<file path="config.mk">
export PLATFORM = sky130hd
export DESIGN_NAME = timed_voice_channel_allocator
export DESIGN_NICKNAME = d
export VERILOG_FILES = /design/src/rtl/tvca_pkg.sv /design/src/rtl/timed_voice_channel_allocator.sv /design/src/rtl/tvca_div.sv
export VERILOG_INCLUDE_DIRS = /design/src /design/src/rtl
export SDC_FILE = /design/constraint.sdc
export NUM_CORES = 2
export LEC_CHECK = 0
export BUFFER_PORTS_ARGS = -buffer_cell sky130_fd_sc_hd__buf_2
export CAP_MARGIN = 20
export CORE_ASPECT_RATIO = 1.2
export CORE_MARGIN = 2
export CORE_UTILIZATION = 55
export DETAILED_ROUTE_END_ITERATION = 7
export PLACE_DENSITY = 0.75
export REMOVE_ABC_BUFFERS = 1
export SLEW_MARGIN = 25
export SYNTH_ARGS = -nofsm -noshare
export SYNTH_HDL_FRONTEND = slang
export SYNTH_SLANG_ARGS = --single-unit
export TNS_END_PERCENT = 5
</file>
<file path="constraint.sdc">
create_clock -name clk -period 6.4 [get_ports clk]
set_input_delay 1.28 -clock clk [delete_from_list [all_inputs] [get_ports clk]]
set_output_delay 1.28 -clock clk [all_outputs]
set_load 0.03 [all_outputs]
</file>
<file path="src/rtl/assert_macros.svh">
// ---------------------------------------------------------------------------
// Assertion macros
// Shared concurrent assertion forms. Every form is clocked on clk and
// disabled during rst.
// ---------------------------------------------------------------------------
`ifndef ASSERT_MACROS_SVH
`define ASSERT_MACROS_SVH

// The property holds at every clock edge.
`define TVCA_ASSERT(lbl, prop, msg) \
  lbl: assert property (@(posedge clk) disable iff (rst) (prop)) else $error(msg);

// The antecedent this cycle implies the consequent in the next cycle.
`define TVCA_ASSERT_NXT(lbl, ante, cons, msg) \
  lbl: assert property (@(posedge clk) disable iff (rst) (ante) |=> (cons)) else $error(msg);

`endif

</file>
<file path="src/rtl/tvca_pkg.sv">
// ---------------------------------------------------------------------------
// tvca_pkg
// Types and constants for the timed voice channel allocator.
// ---------------------------------------------------------------------------
package tvca_pkg;

  localparam int TIME_W     = 64;
  localparam int COUNT_W    = 32;
  localparam int RATE_W     = 20;
  localparam int VOICE_W    = 3;
  localparam int HW_W       = 4;
  localparam int MASK_W     = 8;
  localparam int VOL_W      = 8;
  localparam int NUM_VOICES = 8;

  // Timing and voice split
  localparam int TICKS_PER_MS  = 268112;
  localparam int EFFECT_VOICES = 7;
  localparam int MS_PER_S      = 1000;
  localparam int LEN_SCALE     = MS_PER_S * TICKS_PER_MS;
  localparam int SCALE_W       = $clog2(LEN_SCALE + 1);
  localparam int PROD_W        = COUNT_W + SCALE_W;

  // Candidate counter holds values up to the effect voice count and start+1
  localparam int CAND_W    = 4;
  localparam int DIV_CNT_W = $clog2(TIME_W + 1);

  localparam logic [VOICE_W-1:0] MUSIC_VOICE   = 3'd7;
  localparam logic [HW_W-1:0]    HW_VOICE_BASE = 4'd8;

  // Configuration port
  localparam int CFG_IDX_W  = 2;
  localparam int CFG_DATA_W = 8;
  localparam logic [CFG_IDX_W-1:0] CFG_SOUND_ENABLED = 2'd0;
  localparam logic [CFG_IDX_W-1:0] CFG_EFFECT_VOLUME = 2'd1;
  localparam logic [CFG_IDX_W-1:0] CFG_MUSIC_VOLUME  = 2'd2;

  typedef enum logic [1:0] {
    FUNC_PLAY_FX    = 2'd0,
    FUNC_PLAY_MUSIC = 2'd1,
    FUNC_HALT_ONE   = 2'd2,
    FUNC_HALT_ALL   = 2'd3
  } func_t;

  typedef enum logic [1:0] {
    STATUS_OK       = 2'd0,
    STATUS_REJECTED = 2'd1,
    STATUS_NO_VOICE = 2'd2
  } status_t;

  typedef struct packed {
    func_t              func;
    logic [TIME_W-1:0]  now_tick;
    logic               sample_ok;
    logic [COUNT_W-1:0] sample_count;
    logic [RATE_W-1:0]  sample_rate;
    logic               repeat_req;
    logic [VOICE_W-1:0] voice_sel;
  } req_t;

  typedef struct packed {
    status_t            status;
    logic [VOICE_W-1:0] granted_voice;
    logic [HW_W-1:0]    hw_voice;
    logic               repeat_out;
    logic [MASK_W-1:0]  stop_mask;
    logic               music_playing;
  } rsp_t;

  typedef enum logic [2:0] {
    S_IDLE,
    S_DECODE,
    S_SEARCH,
    S_DIV,
    S_DONE
  } state_t;

  typedef struct packed {
    logic busy;
    logic done;
  } div_stat_t;

endpackage

</file>
<file path="src/rtl/timed_voice_channel_allocator.sv">
// ---------------------------------------------------------------------------
// timed_voice_channel_allocator
// Eight-voice allocator with play end times, round-robin effect search,
// fixed music voice and halt requests.
// ---------------------------------------------------------------------------
// One request is in work at a time; the next is accepted in the cycle after
// the previous result has been placed in the output register, even if that
// result has not yet been taken downstream. Halt requests and gated play
// requests go from decode straight to the done state, which loads the output
// register once it is free. A play that starts a voice goes through decode,
// for an effect a search over up to EFFECT_VOICES voices (one voice end time
// compared per cycle), the bit-serial divider, a commit of the end time and
// the load of the output register. The divider dominates; it works out
// sample_count*1000*TICKS_PER_MS/sample_rate one quotient bit per cycle.
// An effect search that finds no free voice ends after its last compare.
// The end-time store is eight flip-flop words cleared directly by reset, so
// there is no clearing pass after reset. Configuration writes take effect at
// once and are expected only while the block is idle.
// ---------------------------------------------------------------------------
`include "assert_macros.svh"

module timed_voice_channel_allocator (
  input  logic                             clk,
  input  logic                             rst,
  // request channel
  input  logic                             in_valid,
  output logic                             in_ready,
  input  tvca_pkg::req_t                   in_data,
  // result channel
  output logic                             out_valid,
  input  logic                             out_ready,
  output tvca_pkg::rsp_t                   out_data,
  // configuration writes
  input  logic                             cfg_wen,
  input  logic [tvca_pkg::CFG_IDX_W-1:0]   cfg_idx,
  input  logic [tvca_pkg::CFG_DATA_W-1:0]  cfg_wdata
);
  import tvca_pkg::*;

  localparam logic [SCALE_W-1:0] ScaleK = SCALE_W'(LEN_SCALE);

  // Reduce a small value modulo the effect voice count; input is at most 8,
  // so four conditional subtracts always suffice.
  function automatic logic [CAND_W-1:0] wrap_ev(input logic [CAND_W-1:0] x);
    logic [CAND_W-1:0] v;
    v = x;
    for (int k = 0; k < 4; k++) begin
      if (v >= CAND_W'(EFFECT_VOICES)) begin
        v = v - CAND_W'(EFFECT_VOICES);
      end
    end
    return v;
  endfunction

  // Configuration registers
  logic             sound_enabled;
  logic [VOL_W-1:0] effect_volume;
  logic [VOL_W-1:0] music_volume;

  // Allocator state
  logic [TIME_W-1:0]  voice_end_time [NUM_VOICES];
  logic [VOICE_W-1:0] search_pointer;
  logic [VOICE_W-1:0] search_pointer_next;

  // Request in work and its pending result
  state_t             state;
  state_t             state_next;
  req_t               req;
  rsp_t               res;
  rsp_t               res_next;
  rsp_t               res_out;
  logic [CAND_W-1:0]  cnt;
  logic [CAND_W-1:0]  cnt_next;
  logic [CAND_W-1:0]  steps;
  logic [CAND_W-1:0]  steps_next;
  logic [VOICE_W-1:0] voice;
  logic [VOICE_W-1:0] voice_next;

  // End-time write controls
  logic               end_we;
  logic               end_clr_all;
  logic [VOICE_W-1:0] end_idx;
  logic [TIME_W-1:0]  end_val;

  // Divider
  logic               div_start;
  logic [PROD_W-1:0]  len_prod;
  logic [TIME_W-1:0]  div_dividend;
  logic [RATE_W-1:0]  div_divisor;
  logic [TIME_W-1:0]  div_quot;
  div_stat_t          div_stat;

  logic               load_out;
  logic [VOICE_W-1:0] cand;
  logic               play_ok;

  // ---- configuration ------------------------------------------------------
  always_ff @(posedge clk) begin
    if (rst) begin
      sound_enabled <= 1'b0;
      effect_volume <= VOL_W'(64);
      music_volume  <= VOL_W'(64);
    end else if (cfg_wen) begin
      priority case (cfg_idx)
        CFG_SOUND_ENABLED: sound_enabled <= cfg_wdata[0];
        CFG_EFFECT_VOLUME: effect_volume <= cfg_wdata[VOL_W-1:0];
        CFG_MUSIC_VOLUME:  music_volume  <= cfg_wdata[VOL_W-1:0];
        default: ;  // unused index, write dropped
      endcase
    end
  end

  // ---- length numerator and divider ---------------------------------------
  // sample_count * 1000 * TICKS_PER_MS is one constant multiply straight into
  // the divider's shift register; a zero rate divides as a rate of one.
  assign len_prod     = req.sample_count * ScaleK;
  assign div_dividend = TIME_W'(len_prod);
  assign div_divisor  = (req.sample_rate == '0) ? RATE_W'(1) : req.sample_rate;

  tvca_div u_div (
    .clk      (clk),
    .rst      (rst),
    .start    (div_start),
    .dividend (div_dividend),
    .divisor  (div_divisor),
    .quotient (div_quot),
    .stat     (div_stat)
  );

  // ---- control ------------------------------------------------------------
  assign in_ready = (state == S_IDLE);
  assign cand     = cnt[VOICE_W-1:0];
  assign play_ok  = sound_enabled && req.sample_ok;

  always_ff @(posedge clk) begin
    if (rst) begin
      state <= S_IDLE;
    end else begin
      state <= state_next;
    end
  end

  always_comb begin
    state_next          = state;
    res_next            = res;
    cnt_next            = cnt;
    steps_next          = steps;
    voice_next          = voice;
    search_pointer_next = search_pointer;
    div_start           = 1'b0;
    end_we              = 1'b0;
    end_clr_all         = 1'b0;
    end_idx             = voice;
    end_val             = '0;
    load_out            = 1'b0;

    unique case (state)
      S_IDLE: begin
        if (in_valid) begin
          state_next = S_DECODE;
        end
      end

      S_DECODE: begin
        res_next        = '0;
        res_next.status = STATUS_OK;
        unique case (req.func)
          FUNC_PLAY_FX: begin
            if (!play_ok || effect_volume == '0) begin
              res_next.status = STATUS_REJECTED;
              state_next      = S_DONE;
            end else begin
              // round-robin starts one past the last voice examined
              cnt_next   = wrap_ev(CAND_W'(search_pointer) + CAND_W'(1));
              steps_next = CAND_W'(1);
              state_next = S_SEARCH;
            end
          end
          FUNC_PLAY_MUSIC: begin
            if (!play_ok || music_volume == '0) begin
              res_next.status = STATUS_REJECTED;
              state_next      = S_DONE;
            end else begin
              voice_next = MUSIC_VOICE;
              div_start  = 1'b1;
              state_next = S_DIV;
            end
          end
          FUNC_HALT_ONE: begin
            end_we             = 1'b1;
            end_idx            = req.voice_sel;
            res_next.stop_mask = MASK_W'(1) << req.voice_sel;
            state_next         = S_DONE;
          end
          FUNC_HALT_ALL: begin
            end_clr_all        = 1'b1;
            res_next.stop_mask = '1;
            state_next         = S_DONE;
          end
          default: state_next = S_DONE;
        endcase
      end

      S_SEARCH: begin
        // free when the current tick is strictly past the voice's end time
        if (req.now_tick > voice_end_time[cand]) begin
          search_pointer_next = cand;
          voice_next          = cand;
          div_start           = 1'b1;
          state_next          = S_DIV;
        end else if (steps == CAND_W'(EFFECT_VOICES)) begin
          search_pointer_next = cand;
          res_next.status     = STATUS_NO_VOICE;
          state_next          = S_DONE;
        end else begin
          cnt_next   = (cnt == CAND_W'(EFFECT_VOICES - 1)) ? '0 : cnt + CAND_W'(1);
          steps_next = steps + CAND_W'(1);
        end
      end

      S_DIV: begin
        if (div_stat.done) begin
          end_we                 = 1'b1;
          end_idx                = voice;
          end_val                = req.now_tick + div_quot;  // wraps mod 2^64
          res_next.granted_voice = voice;
          res_next.hw_voice      = HW_VOICE_BASE + HW_W'(voice);
          res_next.repeat_out    = req.repeat_req;
          state_next             = S_DONE;
        end
      end

      S_DONE: begin
        // end times are already updated, so music status sees this request
        if (!out_valid || out_ready) begin
          load_out   = 1'b1;
          state_next = S_IDLE;
        end
      end

      default: state_next = S_IDLE;
    endcase
  end

  // ---- datapath registers -------------------------------------------------
  always_ff @(posedge clk) begin
    if (in_valid && in_ready) begin
      req <= in_data;
    end
    res   <= res_next;
    cnt   <= cnt_next;
    steps <= steps_next;
    voice <= voice_next;
  end

  always_ff @(posedge clk) begin
    if (rst) begin
      search_pointer <= '0;
    end else begin
      search_pointer <= search_pointer_next;
    end
  end

  always_ff @(posedge clk) begin
    if (rst || end_clr_all) begin
      for (int k = 0; k < NUM_VOICES; k++) begin
        voice_end_time[k] <= '0;
      end
    end else if (end_we) begin
      voice_end_time[end_idx] <= end_val;
    end
  end

  // ---- output register ----------------------------------------------------
  always_comb begin
    res_out               = res;
    res_out.music_playing = req.now_tick < voice_end_time[MUSIC_VOICE];
  end

  always_ff @(posedge clk) begin
    if (rst) begin
      out_valid <= 1'b0;
    end else if (load_out) begin
      out_valid <= 1'b1;
    end else if (out_ready) begin
      out_valid <= 1'b0;
    end
  end

  always_ff @(posedge clk) begin
    if (load_out) begin
      out_data <= res_out;
    end
  end

  // ---- assertions ---------------------------------------------------------
  `TVCA_ASSERT(a_idle_div_quiet, in_ready |-> !div_stat.busy, "divider busy while idle")
  `TVCA_ASSERT_NXT(a_div_done_commit, div_stat.done, state == S_DONE, "quotient not committed")
  `TVCA_ASSERT_NXT(a_halt_all_clears, state == S_DECODE && req.func == FUNC_HALT_ALL, voice_end_time[0] == '0 && voice_end_time[MUSIC_VOICE] == '0, "halt all left an end time")
  `TVCA_ASSERT(a_ptr_range, int'(search_pointer) < EFFECT_VOICES || EFFECT_VOICES > NUM_VOICES, "search pointer outside effect voices")

endmodule

</file>
<file path="src/rtl/tvca_div.sv">
// ---------------------------------------------------------------------------
// tvca_div
// Bit-serial restoring divider: one quotient bit per cycle, MSB first.
// ---------------------------------------------------------------------------
module tvca_div (
  input  logic                           clk,
  input  logic                           rst,
  input  logic                           start,
  input  logic [tvca_pkg::TIME_W-1:0]    dividend,
  input  logic [tvca_pkg::RATE_W-1:0]    divisor,
  output logic [tvca_pkg::TIME_W-1:0]    quotient,
  output tvca_pkg::div_stat_t            stat
);
  import tvca_pkg::*;

  // Dividend bits leave at the top, quotient bits enter at the bottom
  logic [TIME_W-1:0]    shreg;
  logic [RATE_W-1:0]    rem;
  logic [RATE_W-1:0]    dsr;
  logic [DIV_CNT_W-1:0] cnt;
  logic                 busy;
  logic                 done;
  logic [RATE_W:0]      rem_sh;
  logic [RATE_W:0]      diff;
  logic                 take;

  always_comb begin
    rem_sh = {rem, shreg[TIME_W-1]};
    diff   = rem_sh - {1'b0, dsr};
    take   = !diff[RATE_W];
  end

  always_ff @(posedge clk) begin
    if (rst) begin
      busy <= 1'b0;
      done <= 1'b0;
      cnt  <= '0;
    end else begin
      done <= 1'b0;
      if (start) begin
        busy <= 1'b1;
        cnt  <= DIV_CNT_W'(TIME_W);
      end else if (busy) begin
        cnt <= cnt - DIV_CNT_W'(1);
        if (cnt == DIV_CNT_W'(1)) begin
          busy <= 1'b0;
          done <= 1'b1;
        end
      end
    end
  end

  always_ff @(posedge clk) begin
    if (start) begin
      shreg <= dividend;
      rem   <= '0;
      dsr   <= divisor;
    end else if (busy) begin
      shreg <= {shreg[TIME_W-2:0], take};
      rem   <= take ? diff[RATE_W-1:0] : rem_sh[RATE_W-1:0];
    end
  end

  assign quotient  = shreg;
  assign stat.busy = busy;
  assign stat.done = done;

endmodule
</file>
# Yosys cells after proc, flatten, opt, wreduce, memory -nomap -nowiden
# Memory sizes are Yosys's and may differ from the RTL's. A register that Yosys moved wholly into a read port is not among the register bits.
# Index checks and enable logic that the tools add are counted.
dict set report word_totals {
  memories 1
  register_bits 308
  romBits 0
  latch_bits 0
  inputBits 138
  ramBits 512
  elab_cells 196
  out_inout_bits 21
}
# memory depth word_bits read_ports rd_ports_with_merged_regs write_ports line_no
set mem_list {}
lappend mem_list {voice_end_time 8 64 2 1 8 timed_voice_channel_allocator.sv:61} ;# logic [TIME_W-1:0] voice_end_time [NUM_VOICES];
dict set report op_classes {
  magnitude_cmp 6
  n_bitwise 1
  n_eq_ne 24
  mux 83
  addsub 11
  n_reduce_logical 33
  shift 1
  mul 1
  n_div 0
}
# operator n
set ops {}
lappend ops {{64-bit 2-to-1 mux} 3}
lappend ops {{60-bit 2-to-1 mux} 2}
lappend ops {{4-bit 2-to-1 mux} 22}
lappend ops {{64-bit adder} 1}
lappend ops {{64-bit greater-than comparator} 1}
lappend ops {{64-bit less-than comparator} 1}
lappend ops {{64-bit OR reduction} 1}
lappend ops {{32-bit by 21-bit multiplier with 53-bit output (second input constant)} 1}
lappend ops {{3-bit 2-to-1 mux} 16}
lappend ops {{8-bit case mux with 2 select lines} 2}
lappend ops {{1-bit 2-to-1 mux} 23}
lappend ops {{21-bit by 20-bit subtractor with 21-bit output} 1}
lappend ops {{20-bit zero test} 1}
lappend ops {{20-bit 2-to-1 mux} 1}
lappend ops {{4-bit by 3-bit greater-or-equal comparator with 1-bit output (second input constant)} 4}
lappend ops {{8-bit zero test} 2}
lappend ops {{2-bit inequality test (second input constant)} 8}
lappend ops {{4-bit case mux with 2 select lines} 2}
lappend ops {{4-bit by 3-bit subtractor with 4-bit output (second input constant)} 4}
lappend ops {{3-bit case mux with 5 select lines} 1}
lappend ops {{7-bit 2-to-1 mux} 2}
lappend ops {{2-bit AND reduction} 5}
lappend ops {{2-bit nonzero test} 5}
lappend ops {{3-bit case mux with 3 select lines} 1}
lappend ops {{other kinds (30)} 50}

# Longest topological paths before layout
dict set report depth {
  ltp_word 22
  depth_mapped 23
  mapped_depth_nobuf 23
}

# By module
# A second synthesis with hierarchy kept.
dict set report unflattened {
  hier_cells 4319
  hier_area_um2 51981.1
}
# mod cells_each area_each_um2 seq_area_each_um2 n_inst
set modules_own_cells {}
lappend modules_own_cells {timed_voice_channel_allocator 3835 46143.0 20870.0 1}
lappend modules_own_cells {tvca_div 484 5838.1 3103.0 1}

# Worst setup path before layout
# Ideal clock, no wire load.
dict set report synth_path {
  path_type {register -> register}
  startpoint {register req[33] (netlist name)}
  endpoint {register u_div.shreg[59], in the netlist u_div.quotient[59], data pin}
  n_path_buf 1
  setup_ns 0.256
  stages_incl_launch_ff 21
  arrival_time_ns 6.381
  path_slack_ns -0.238
  synth_period_minus_slack_ns 6.638
  required_time_ns 6.144
  cell_sequence {edfxtp_1 -> inv_1 -> fa_1 -> inv_1 -> fa_1 -> fa_1 -> fa_1 -> fa_1 -> fa_1 -> ha_1 -> ha_1 -> buf_2 -> nand3_1 -> nor4b_1 -> o2111a_1 -> nor4_1 -> o31ai_1 -> a31oi_1 -> a21boi_0 -> xnor2_1 -> a22o_1}
}
dict set report synth_between {
  elab_chain_cells 2
}
# element line_no
set synth_lines {}
lappend synth_lines {{start: declaration} timed_voice_channel_allocator.sv:68} ;# req_t req;
lappend synth_lines {{start signal: assignment} timed_voice_channel_allocator.sv:248} ;# req <= in_data;
lappend synth_lines {{32-bit by 21-bit multiplier with 53-bit output} timed_voice_channel_allocator.sv:116} ;# assign len_prod = req.sample_count * ScaleK;
lappend synth_lines {{60-bit 2-to-1 mux} tvca_div.sv:54} ;# if (start) begin
lappend synth_lines {{end signal: assignment} tvca_div.sv:55} ;# shreg <= dividend;
lappend synth_lines {{end signal: assignment} tvca_div.sv:59} ;# shreg <= {shreg[TIME_W-2:0], take};
lappend synth_lines {{end: declaration} tvca_div.sv:17} ;# logic [TIME_W-1:0] shreg;
# No other way between the ends.
# A chain may end at the register's enable or synchronous reset.

# Final worst setup path
dict set report layout_path {
  startpoint {register req[26] (netlist name)}
  endpoint {register u_div.shreg[51], in the netlist u_div.quotient[51], data pin}
}
# The elaborated chain is that of the path after synthesis.

==> run metrics <==
status complete, but fails checks; violated checks negative setup slack; CP startpoint kind flop; clock root cell clkbuf_16; GP Congestion 0.921; Clock transition at path regs approximately 0.06 ns; Max Freq 155 MHz; worst skew pair latency approximately 0.67 ns; Compound-Gate Fraction of Synth Area 0.0853; #FFs+latches synth slightly above 800; num ports 159; routed len/inst 22.1 µm; fin worst setup slack -0.0501 ns; post-synthesis sequential area ratio 0.458; dpl ws -0.476 ns; largest net degree at the start of global routing 72; Mean Syn Cell Area around 12 µm²; Period minus WS final 6.45 ns; Num CTS Buffers 84; Slew Limit Headroom 0.287; Initial Util 0.555; Longest Clk Path Bufs 3; area of the core roughly 94000 µm²; post-synthesis mux area share 0.0781; post-route ant nets 0; post-route clock period utilization 1.01; H-Tree Depth 3; Placed Area approximately 56000 µm²; Synth warnings 0; largest cells by area after synthesis edfxtp_1 (43%), ha_1 (11%), fa_1 (10%); XOR/XNOR Fraction of Synth Area 0.0196; required time worst endpoint 6.81 ns; # rows 123; Vias approximately 36000; initial antenna violation count 3; area grow syn2layout 13.1%; total wire length between 100 and 150 mm; Detailed Route Iter0 Violations 3377; setup violators final 3; Mapped Area 52100 µm²; clock skew 0.0305 ns; count leader, synth edfxtp_1; synthesized instance count 4400; Final #Nets 5547; Max Cap Viol 0; Die Area 97200 µm²; total gr overflow 0; chip width 285 µm; Remaining DRCs 0; top cell type's share of synthesized area 0.432; leading area contributor after synthesis edfxtp_1; WS Path Type flop to flop; fill count between 7000 and 8000; Max Fanout on Critical Path 3; Synth Area in Adders 0.211; Synth Flop Type edfxtp_1; TritonCTS clock tree done; Post-synth top cells edfxtp_1 (750), nor2_1 (581), ha_1 (463), inv_1 (436), fa_1 (259); Worst R2R Start req[26]; unrepaired setup endpoints after global routing yes; Final Cell Area 58900 µm²; final hold vios 0; Hold Crit Start res[6]; Fin Setup TNS -0.0714 ns; dpl cells approximately 5800; simple-gate share of the synthesized area 0.102; vias per inst 5.94; synth unique cells 92; total track usage 0.275; WP data arrival between 6 and 7 ns; Die Y 341 µm; final slew viol count 0; Slew @ Worst Pin ~1.1 ns; first-pass GRT wire length 207 mm; clock sinks 817; fraction of registers with async set/reset 0; EDFF count, synth 750; vias in the first global route 36750; CTS Hold Bufs 0; First-pass DRT Iterations 5; I/O Buffers 158; main combinational cell family by area after synthesis adder cells; CP endpoint kind flop; share of cells above drive strength 1 0.166; start point of the critical path req[26]; HP Class flop to flop; Cell Count, Final, Fillers Out 6006; dpl hpwl between 90 and 100 mm
layout make-up:
class | count | area (µm²) | area share
multi-input cells | 2954 | 26400 | 0.449
flip-flops and latches | 817 | 23900 | 0.405
repair buffers | 393 | 2680 | 0.0455
clock buffers | 109 | 2240 | 0.0379
inverters | 437 | 1640 | 0.0278
well taps | 1250 | 1560 | 0.0265
clock inverters | 45 | 490 | 0.00832
diodes | 1 | 2.50 | 0.0000425
routing by layer:
| layer | GRT usage | up-vias | wire length (µm) |
|---|---|---|---|
| li1 | - | 16408 | - |
| met4 | 0.0932 | 2 | 4500 |
| met2 | 0.467 | 1435 | 64700 |
| met3 | 0.0443 | 242 | 10700 |
| met1 | 0.362 | 17576 | 52600 |
| met5 | 0 | - | 11 |
critical path: stages, from the launching register on:
cell and delay [ns]:
edfxtp_1 0.45, inv_2 0.07, fa_1 0.53, inv_2 0.07
fa_1 0.53, fa_2 0.62, fa_2 0.46, fa_2 0.58
fa_1 0.45, ha_4 0.27, ha_4 0.27, and3_1 0.21
nor4b_4 0.21, buf_4 0.15, o2111a_1 0.18, nor4_1 0.06
buf_4 0.14, o31ai_4 0.31, buf_4 0.18, nand3_1 0.07
nand2_1 0.09, xnor2_1 0.06, a22o_1 0.22
cells in the final DEF, fill, tap and decap left out, types with 25 or more instances in the layout:
master     instances
a21o_1            83
nand2_1          164
nor2_1           579
mux2i_1          115
xor2_1            46
fa_2              25
nand4_1           41
xnor2_1           68
nor2b_1           28
o21bai_1          28
fa_1             234
mux4_2           128
edfxtp_1         750
dfxtp_1           63
nand3_1          114
ha_1             442
buf_4            222
nor3_1            93
clkbuf_16         84
o21ai_0          139
a21oi_1          195
inv_1            415
buf_2            158
cells by family (layout without fill, tap and decap cells):
logic type	after synthesis	in the layout
muxes	246	246
adders and majority gates	722	722
AOI/OAI and AO/OA	688	688
xor gates and xnor gates	116	116
and+or+nand+nor	1182	1182
other	0	1
DFF	817	817
buffers and inverters	629	984
timing repair:
item / CTS / global route
setup buffers: 2 / 15
setup endpoints to repair: 16 / 21
gates resized for setup: 50 / 73
pin swaps: 46 / 82
state kept, by name, indices dropped and copies added (netlist names), 4 cells and up, named ones only:
| register | cells |
|---|---|
| music_volume | 8 |
| req | 123 |
| effect_volume | 8 |
| steps | 4 |
| out_data | 16 |
| u_div.quotient | 64 |
| voice_end_time | 512 |
| u_div.dsr | 20 |
| u_div.rem | 20 |
| u_div.cnt | 7 |
| cnt | 4 |
| res | 15 |
worst paths after layout:
check                        to  slack, ns  cells after the start
max          u_div.quotient[51]      -0.05                     22
max reg2reg  u_div.quotient[51]      -0.05                     22
min                 out_data[6]       0.42                      0
min reg2reg         out_data[6]       0.42                      0
metrics by stage:
stage,hold WS [ns],utilization
3_3_place_gp,0.402,0.592
5_1_grt,0.424,0.628
3_5_place_dp,0.405,0.592
6_report,0.418,0.628
2_1_floorplan,0.400,-
4_1_cts,0.417,0.623
Power is not shown: default switching activity piles up to over one toggle a cycle in this logic, so the estimate is an artifact.
